**config.mk**
```make
export PLATFORM = sky130hd
export DESIGN_NAME = sleep_deadline_table
export DESIGN_NICKNAME = d
export VERILOG_FILES = /design/src/hdl/sdt_pkg.sv /design/src/hdl/sdt_front.sv /design/src/hdl/sdt_back.sv /design/src/hdl/sleep_deadline_table.sv
export SDC_FILE = /design/constraint.sdc
export NUM_CORES = 2
export LEC_CHECK = 0
export BUFFER_PORTS_ARGS = -buffer_cell sky130_fd_sc_hd__clkbuf_2
export CAP_MARGIN = 20
export CORE_MARGIN = 2
export CORE_UTILIZATION = 55
export CTS_CLUSTER_SIZE = 14
export DETAILED_ROUTE_END_ITERATION = 8
export PLACE_DENSITY = 0.81
export SLEW_MARGIN = 40
export SYNTH_ARGS = -nofsm -noshare
export SYNTH_HDL_FRONTEND = slang
export SYNTH_SLANG_ARGS = --single-unit
```
**constraint.sdc**
```tcl
create_clock -name clock -period 7.2 [get_ports clock]
set_input_delay 0.36 -clock clock [delete_from_list [all_inputs] [get_ports clock]]
set_output_delay 0.36 -clock clock [all_outputs]
set_load 0.02 [all_outputs]
```
**src/hdl/sdt_pkg.sv**
```systemverilog
`default_nettype none

package sdt_pkg;

   localparam int COUNT_W     = 63;
   localparam int WAKE_W      = 64;
   localparam int THREAD_W    = 8;
   localparam int DUR_W       = 31;
   localparam int QUEUE_DEPTH = 2;
   localparam int QPTR_W      = $clog2(QUEUE_DEPTH);
   localparam int QCNT_W      = $clog2(QUEUE_DEPTH + 1);

   localparam logic OP_TICK  = 1'b0;
   localparam logic OP_SLEEP = 1'b1;

   localparam logic [1:0] STATUS_SLEEP_OK = 2'd0;
   localparam logic [1:0] STATUS_NEGATIVE = 2'd1;
   localparam logic [1:0] STATUS_FULL     = 2'd2;
   localparam logic [1:0] STATUS_TICK     = 2'd3;

   typedef struct packed {
      logic                  op;
      logic [THREAD_W-1:0]   thread_id;
      logic signed [31:0]    sleep_ticks;
   } req_type;

   typedef struct packed {
      logic [1:0]            status;
      logic                  wake_valid;
      logic [THREAD_W-1:0]   woken_thread;
      logic [COUNT_W-1:0]    now_ticks;
      logic                  last;
   } rsp_type;

   typedef enum logic [1:0] {
      CMD_TICK,
      CMD_SLEEP,
      CMD_IGNORE
   } cmd_kind_type;

   typedef struct packed {
      cmd_kind_type          kind;
      logic [THREAD_W-1:0]   thread_id;
      logic [DUR_W-1:0]      ticks;
   } cmd_type;

endpackage

`default_nettype wire

```
**src/hdl/sdt_front.sv**
```systemverilog
`default_nettype none

module sdt_front
   import sdt_pkg::*;
(
   input  wire logic    clock,
   input  wire logic    reset,
   input  wire logic    start,
   output logic         busy,
   input  wire req_type req_data,
   output logic         cmd_valid,
   output cmd_type      cmd,
   input  wire logic    cmd_pop
);

   cmd_type             queue_ff [QUEUE_DEPTH];
   logic [QPTR_W-1:0]   wr_ptr_ff;
   logic [QPTR_W-1:0]   rd_ptr_ff;
   logic [QCNT_W-1:0]   count_ff;
   logic [QCNT_W-1:0]   count_in;
   cmd_type             new_cmd;
   logic                push;
   logic                pop;

   // classify the request before it is queued
   always_comb begin
      new_cmd.thread_id = req_data.thread_id;
      new_cmd.ticks     = req_data.sleep_ticks[DUR_W-1:0];
      if (req_data.op == OP_TICK) begin
         new_cmd.kind = CMD_TICK;
      end else if (req_data.sleep_ticks[31]) begin
         new_cmd.kind = CMD_IGNORE;
      end else begin
         new_cmd.kind = CMD_SLEEP;
      end
   end

   assign busy      = (count_ff == QCNT_W'(QUEUE_DEPTH));
   assign cmd_valid = (count_ff != '0);
   assign cmd       = queue_ff[rd_ptr_ff];
   assign push      = start && !busy;
   assign pop       = cmd_pop && cmd_valid;

   always_comb begin
      count_in = count_ff;
      if (push && !pop) begin
         count_in = count_ff + QCNT_W'(1);
      end else if (pop && !push) begin
         count_in = count_ff - QCNT_W'(1);
      end
   end

   always_ff @(posedge clock) begin
      if (push) begin
         queue_ff[wr_ptr_ff] <= new_cmd;
      end
   end

   always_ff @(posedge clock) begin
      if (reset) begin
         wr_ptr_ff <= '0;
         rd_ptr_ff <= '0;
         count_ff  <= '0;
      end else begin
         count_ff <= count_in;
         if (push) begin
            wr_ptr_ff <= wr_ptr_ff + QPTR_W'(1);
         end
         if (pop) begin
            rd_ptr_ff <= rd_ptr_ff + QPTR_W'(1);
         end
      end
   end

endmodule

`default_nettype wire

```
**src/hdl/sdt_back.sv**
```systemverilog
`default_nettype none

module sdt_back
   import sdt_pkg::*;
#(
   parameter  int SLOTS = 16,
   localparam int IDX_W = $clog2(SLOTS)
)
(
   input  wire logic    clock,
   input  wire logic    reset,
   input  wire logic    cmd_valid,
   input  wire cmd_type cmd,
   output logic         cmd_pop,
   output logic         rsp_strobe,
   output rsp_type      rsp_data
);

   typedef enum logic [1:0] {
      ST_IDLE,
      ST_SCAN,
      ST_DRAIN,
      ST_FINISH
   } state_type;

   state_type             state_ff;
   logic [COUNT_W-1:0]    tick_count_ff;
   logic [SLOTS-1:0]      busy_ff;
   logic [IDX_W-1:0]      scan_idx_ff;
   logic                  rd_valid_ff;
   logic [IDX_W-1:0]      rd_idx_ff;
   logic [WAKE_W-1:0]     rd_wake_ff;
   logic [THREAD_W-1:0]   rd_thread_ff;
   logic                  pend_valid_ff;
   logic [THREAD_W-1:0]   pend_thread_ff;
   logic                  rsp_strobe_ff;
   rsp_type               rsp_data_ff;

   logic [WAKE_W-1:0]     wake_mem [SLOTS];
   logic [THREAD_W-1:0]   thread_mem [SLOTS];

   logic [SLOTS-1:0]      free;
   logic [SLOTS-1:0]      lowest;
   logic                  full;
   logic [IDX_W-1:0]      free_idx;
   logic                  wr_en;
   logic [WAKE_W-1:0]     wr_wake;
   logic                  hit;

   function automatic rsp_type make_rsp(input logic [1:0] status, input logic valid,
                                        input logic [THREAD_W-1:0] thread,
                                        input logic [COUNT_W-1:0] count, input logic last);
      rsp_type r;
      r.status       = status;
      r.wake_valid   = valid;
      r.woken_thread = thread;
      r.now_ticks    = count;
      r.last         = last;
      return r;
   endfunction

   // lowest free slot: isolate the lowest set bit, then encode it
   always_comb begin
      free     = ~busy_ff;
      lowest   = free & (~free + SLOTS'(1));
      full     = ~|free;
      free_idx = '0;
      for (int i = 0; i < SLOTS; i++) begin
         if (lowest[i]) begin
            free_idx = free_idx | IDX_W'(i);
         end
      end
   end

   assign cmd_pop = (state_ff == ST_IDLE) && cmd_valid;
   assign wr_en   = cmd_pop && (cmd.kind == CMD_SLEEP) && !full;
   assign wr_wake = {1'b0, tick_count_ff} + {{(WAKE_W-DUR_W){1'b0}}, cmd.ticks};
   assign hit     = rd_valid_ff && busy_ff[rd_idx_ff]
                    && ({1'b0, tick_count_ff} >= rd_wake_ff);

   always_ff @(posedge clock) begin
      if (wr_en) begin
         wake_mem[free_idx]   <= wr_wake;
         thread_mem[free_idx] <= cmd.thread_id;
      end
      rd_wake_ff   <= wake_mem[scan_idx_ff];
      rd_thread_ff <= thread_mem[scan_idx_ff];
   end

   always_ff @(posedge clock) begin
      if (reset) begin
         state_ff      <= ST_IDLE;
         tick_count_ff <= '0;
         busy_ff       <= '0;
         scan_idx_ff   <= '0;
         rd_valid_ff   <= 1'b0;
         pend_valid_ff <= 1'b0;
         rsp_strobe_ff <= 1'b0;
      end else begin
         rsp_strobe_ff <= 1'b0;

         // a new hit pushes out the held one, which cannot be the final result
         if (hit) begin
            busy_ff[rd_idx_ff] <= 1'b0;
            pend_valid_ff      <= 1'b1;
            pend_thread_ff     <= rd_thread_ff;
            if (pend_valid_ff) begin
               rsp_strobe_ff <= 1'b1;
               rsp_data_ff   <= make_rsp(STATUS_TICK, 1'b1, pend_thread_ff,
                                         tick_count_ff, 1'b0);
            end
         end

         unique case (state_ff)
            ST_IDLE: begin
               if (cmd_valid) begin
                  unique case (cmd.kind)
                     CMD_SLEEP: begin
                        rsp_strobe_ff <= 1'b1;
                        if (full) begin
                           rsp_data_ff <= make_rsp(STATUS_FULL, 1'b0, '0,
                                                   tick_count_ff, 1'b1);
                        end else begin
                           busy_ff[free_idx] <= 1'b1;
                           rsp_data_ff <= make_rsp(STATUS_SLEEP_OK, 1'b0, '0,
                                                   tick_count_ff, 1'b1);
                        end
                     end
                     CMD_IGNORE: begin
                        rsp_strobe_ff <= 1'b1;
                        rsp_data_ff   <= make_rsp(STATUS_NEGATIVE, 1'b0, '0,
                                                  tick_count_ff, 1'b1);
                     end
                     CMD_TICK: begin
                        tick_count_ff <= tick_count_ff + COUNT_W'(1);
                        scan_idx_ff   <= '0;
                        pend_valid_ff <= 1'b0;
                        state_ff      <= ST_SCAN;
                     end
                     default: begin
                        state_ff <= ST_IDLE;
                     end
                  endcase
               end
            end
            ST_SCAN: begin
               rd_valid_ff <= 1'b1;
               rd_idx_ff   <= scan_idx_ff;
               scan_idx_ff <= scan_idx_ff + IDX_W'(1);
               if (scan_idx_ff == IDX_W'(SLOTS - 1)) begin
                  state_ff <= ST_DRAIN;
               end
            end
            ST_DRAIN: begin
               // last slot is compared in this cycle
               rd_valid_ff <= 1'b0;
               state_ff    <= ST_FINISH;
            end
            ST_FINISH: begin
               rsp_strobe_ff <= 1'b1;
               if (pend_valid_ff) begin
                  rsp_data_ff <= make_rsp(STATUS_TICK, 1'b1, pend_thread_ff,
                                          tick_count_ff, 1'b1);
               end else begin
                  rsp_data_ff <= make_rsp(STATUS_TICK, 1'b0, '0, tick_count_ff, 1'b1);
               end
               state_ff <= ST_IDLE;
            end
            default: begin
               state_ff <= ST_IDLE;
            end
         endcase
      end
   end

   assign rsp_strobe = rsp_strobe_ff;
   assign rsp_data   = rsp_data_ff;

endmodule

`default_nettype wire

```
**src/hdl/sleep_deadline_table.sv**
```systemverilog
`default_nettype none

// Alarm-clock sleep queue: keeps a 63-bit tick count and a table of SLOTS sleeping
// threads with absolute wake times. A transaction with op = 1 asks a thread to sleep
// for sleep_ticks ticks and gives one result (accepted, negative ignored, or table
// full); op = 0 is a timer tick that advances the count and gives one result per
// thread it wakes, in slot order, or one plain tick report if it wakes nobody; last
// marks the final result of each transaction. Requests are taken while busy is low
// into a two-entry command queue; each result is shown for one cycle on rsp_strobe
// and cannot be held off. A sleep request passes through the command queue and then
// the registered result; a tick passes through the command queue, then the scan of
// the wake-time memory, one slot per cycle through its single read port, then the
// compare of the last slot and the registered final report. No clearing pass is
// needed after reset.
module sleep_deadline_table
   import sdt_pkg::*;
#(
   parameter int SLOTS = 16
)
(
   input  wire logic    clock,
   input  wire logic    reset,
   input  wire logic    start,
   output logic         busy,
   input  wire req_type req_data,
   output logic         rsp_strobe,
   output rsp_type      rsp_data
);

   logic    cmd_valid;
   cmd_type cmd;
   logic    cmd_pop;

   sdt_front u_front (
      .clock     (clock),
      .reset     (reset),
      .start     (start),
      .busy      (busy),
      .req_data  (req_data),
      .cmd_valid (cmd_valid),
      .cmd       (cmd),
      .cmd_pop   (cmd_pop)
   );

   sdt_back #(
      .SLOTS (SLOTS)
   ) u_back (
      .clock      (clock),
      .reset      (reset),
      .cmd_valid  (cmd_valid),
      .cmd        (cmd),
      .cmd_pop    (cmd_pop),
      .rsp_strobe (rsp_strobe),
      .rsp_data   (rsp_data)
   );

`ifndef SYNTHESIS
   // only tick results can be followed by more results of the same transaction
   assert property (@(posedge clock) disable iff (reset)
      rsp_strobe && (rsp_data.status != STATUS_TICK) |-> rsp_data.last
                                                        && !rsp_data.wake_valid)
      else $error("non-tick result not final or names a thread");

   assert property (@(posedge clock) disable iff (reset)
      rsp_strobe && !rsp_data.wake_valid |-> rsp_data.last)
      else $error("result without a woken thread is not final");

   assert property (@(posedge clock)
      reset |=> !rsp_strobe)
      else $error("result strobe right after reset");
`endif

endmodule

`default_nettype wire

```
==> impl_metrics.ini <==
[cts]
clockRootBuffer = sky130_fd_sc_hd__clkbuf_16
htree_num_levels = 4
clockBufferDepth = 3
register_clock_pin_slew_on_the_reported_worst_setup_and_hold_paths_ns = 0.06
cts.sink_count = 1486
tritoncts.num_buffers = 148
clk-insertion-delay-late_ns = 0.78
cts_tree = done

[pwr]
powerDensity_mw_per_mm2 = 316
switching_share_pct = 25.7
power.net_switching_mw = 5.52
power_frac_comb_pct = 14.8
share_clk_of_total_power_pct = 35.8
peak_supply_drop_mv = 0.232
power.internal_mw = 15.9
p_seq_share_pct = 49.4
power_leakage_nw = 22.7

[logic_synthesis]
yosysWarnings = 0
synth_ff_type = sky130_fd_sc_hd__edfxtp_1
mappedNetlistNets = 3259
ys_async_sr_fraction_pct = 0
synth.ff_latch_count = 1486
synth.yosys.seq_area_share_pct = 72.4
postSynthCellCount = 3110
avgSynthCellArea_um2 = 19.1
synth-edff-count = 1321
post_synth_num_cell_types = 69
synth_area_mm2 = 0.0594

[timing]
grt_setup_unrepaired = false
hold-worst-slack_ns = 0.121
finalMaxSlewViolations = 0
finalHoldViolCount = 0
finClkSkew_ns = 0.0338
min_period_ns = 4.70
fin_tns_setup_ns = 0
period_share_pct = 65.3
max-slew-margin-rel_pct = 42.9
worst_slew_pin_slew_ns = 0.853
highest_clock_rate_mhz = 213
finalSetupViolCount = 0
setup_ws_ns = 2.50

[global_routing]
grt.total_usage_pct = 27.0
grt_overflow_total = 0
wire_length_of_the_first_global_routing_pass_um = 217000
antenna_found_initial = 7
grt_max_degree = 119
via_count_of_the_first_global_routing_pass = 32201

[floorplanning]
boundaryPins = 121
floorplan.rows = 120
initial_cell_density_of_the_core_pct = 55.5
die_width_um = 333
fp.coreArea_mm2 = 0.107
fp.dieH_um = 333
fp.dieArea_mm2 = 0.111

[critical_path]
timing.critical_path.fanout_max = 32
timing_worst_setup_path_type = reg2reg
reg2reg_slack_ns = 2.50
biggest_cell_delay_along_the_critical_path_ns = 0.71
worst_endpoint_data_arrival_time_ns = 5.17
cp-end-kind = flip-flop
worst_setup_path_start_kind = flip-flop
crit_chain = mux2_2 > ha_1 > a21o_1 > or3b_1 > o221a_2 > o21ai_1 > a21oi_2 > o21ai_1 > nor2b_1 > xor2_2
crit_path_frequent_cell = sky130_fd_sc_hd__o21ai_1
slowest_stage = sky130_fd_sc_hd__o21ai_1
data_required_time_of_the_worst_path_ns = 7.67

[placement]
place_inst = 4543
io_buffer_count = 120
place_worst_setup_slack_ns = 2.23
gp_congestion = 0.899
hpwlAfterDp_um = 81400

[detailed_routing]
via_per_inst = 6.66
drt-wirelength-per-cell_um = 30.6
wl_um = 149000
drt-initial-drc-count = 5120
detailedRoute.firstPassIterationCount = 7
drc = 0
route.vias.total = 32369
drtAntennaViolNets = 0

[layout]
fin_cells = 4863
syn_to_final_growth_pct = 14.3
post_route_cells_drive_above_1_share_pct = 26.1
mostFrequentLayoutCell = sky130_fd_sc_hd__edfxtp_1
nNetsFinal = 3484
top_library_cells_by_usage_in_the_layout_fill_and_taps_aside = sky130_fd_sc_hd__edfxtp_1 (1321), sky130_fd_sc_hd__mux4_2 (365), sky130_fd_sc_hd__dfxtp_1 (160)

[run_status]
outcome = finished, final reports clean

[min_path]
holdCritPathClass = in2reg

[run]
maxCapViolations = 0
cells in the mapped netlist, drive strengths merged, types with 38 or more instances:
| cell type | instances | share of area (%) |
|---|---|---|
| dfxtp | 165 | 5.6 |
| a21oi | 63 | 0.53 |
| xnor2 | 60 | 0.89 |
| o21ai | 46 | 0.39 |
| ha | 104 | 2.2 |
| inv | 104 | 0.66 |
| edfxtp | 1321 | 67 |
| a22o | 48 | 0.71 |
| xor2 | 63 | 0.93 |
| nand2 | 94 | 0.59 |
| clkbuf | 108 | 0.68 |
| nor2 | 148 | 0.94 |
| mux2 | 38 | 0.72 |
| mux4 | 365 | 14 |
| buf | 39 | 0.26 |
power by group through the flow:
stage          registers (mW)  logic (mW)  clock network, mW
3_5_place_dp             10.8        3.08                  0
6_report                 10.6        3.17               7.68
5_1_grt                  10.6        3.39               8.06
2_1_floorplan            10.8        1.94                  0
4_1_cts                  10.6        3.15               7.75
3_3_place_gp             10.8        2.92                  0
routing by layer:
layer	part of all wire [%]	global-route usage (%)	vias to the layer above	routed length, um
met5	0.030	0	-	44
met4	2.9	9.21	6	4320
met3	12	6.48	345	18200
met2	47	41.7	2354	70400
met1	38	38.2	16617	56000
li1	-	-	13047	-
final timing paths:
check,start,to,depth (start not counted)
setup reg to reg,flip-flop,u_back.wake_mem[10][50],10
hold reg to reg,u_back.rd_thread_ff[4],u_back.pend_thread_ff[4],0
hold / removal,start,u_front.wr_ptr_ff,4
setup / recovery,flip-flop,u_back.wake_mem[10][50],10
final cells by class:
cell class | count | area [um^2]
Fill cell | 6854 | 39200
Clock buffer | 205 | 4150
Antenna cell | 2 | 5.00
Multi-Input combinational cell | 1373 | 16100
Timing Repair Buffer | 222 | 1830
Clock inverter | 68 | 664
Tap cell | 1403 | 1760
Inverter | 104 | 395
Sequential cell | 1486 | 43000
worst max-delay path: cells and delay by family (launching register included):
kind                       cells  cell delay, ns
xor gates and xnor gates       1            0.56
adders and majority gates      1            0.36
DFF                            1            0.68
and+or+nand+nor                2            0.55
AOI/OAI and AO/OA              5            1.80
muxes                          1            0.40
through the flow:
stage,instance area [um^2],util [%],power [mW]
global placement,61900,57.8,13.7
floorplan,59400,-,12.7
finish,67900,63.4,21.5
global route,67900,63.4,22.1
CTS,67700,63.2,21.5
detailed placement,62500,58.3,13.8
cell families (layout without fill, tap and decap cells):
kind of cell / after synthesis / in the layout / synth area share (%)
flip-flops: 1486 / 1486 / 72.4
AND/OR/NAND/NOR: 444 / 444 / 3.74
buffers and inverters: 251 / 599 / 1.60
adder cells (fa/ha/maj): 105 / 105 / 2.23
multiplexers: 408 / 408 / 14.7
other: 0 / 2 / 0
XOR/XNOR: 123 / 123 / 1.81
AO/OA/AOI/OAI: 293 / 293 / 3.59
state kept, by name (all words and copies together) (netlist names), 2 cells and up, named ones only:
signal,flops
u_back.tick_count_ff,63
u_front.queue_ff,82
u_back.rsp_data,75
u_back.rd_wake_ff,64
u_back.pend_thread_ff,8
u_back.busy_ff,16
u_back.state_ff,2
u_back.wake_mem,1024
u_back.thread_mem,128
u_front.count_ff,2
u_back.rd_thread_ff,8
u_back.rd_idx_ff,4
u_back.scan_idx_ff,4
timing repair:
item / in CTS / in global routing
hold endpoints to repair: 82 / 0
gates resized for setup: 0 / 0
hold buffers: 42 / 0
buffers inserted: 0 / 0
endpoints found under the setup margin: 0 / 0
Note: power is estimated with default switching activity, not from simulation.
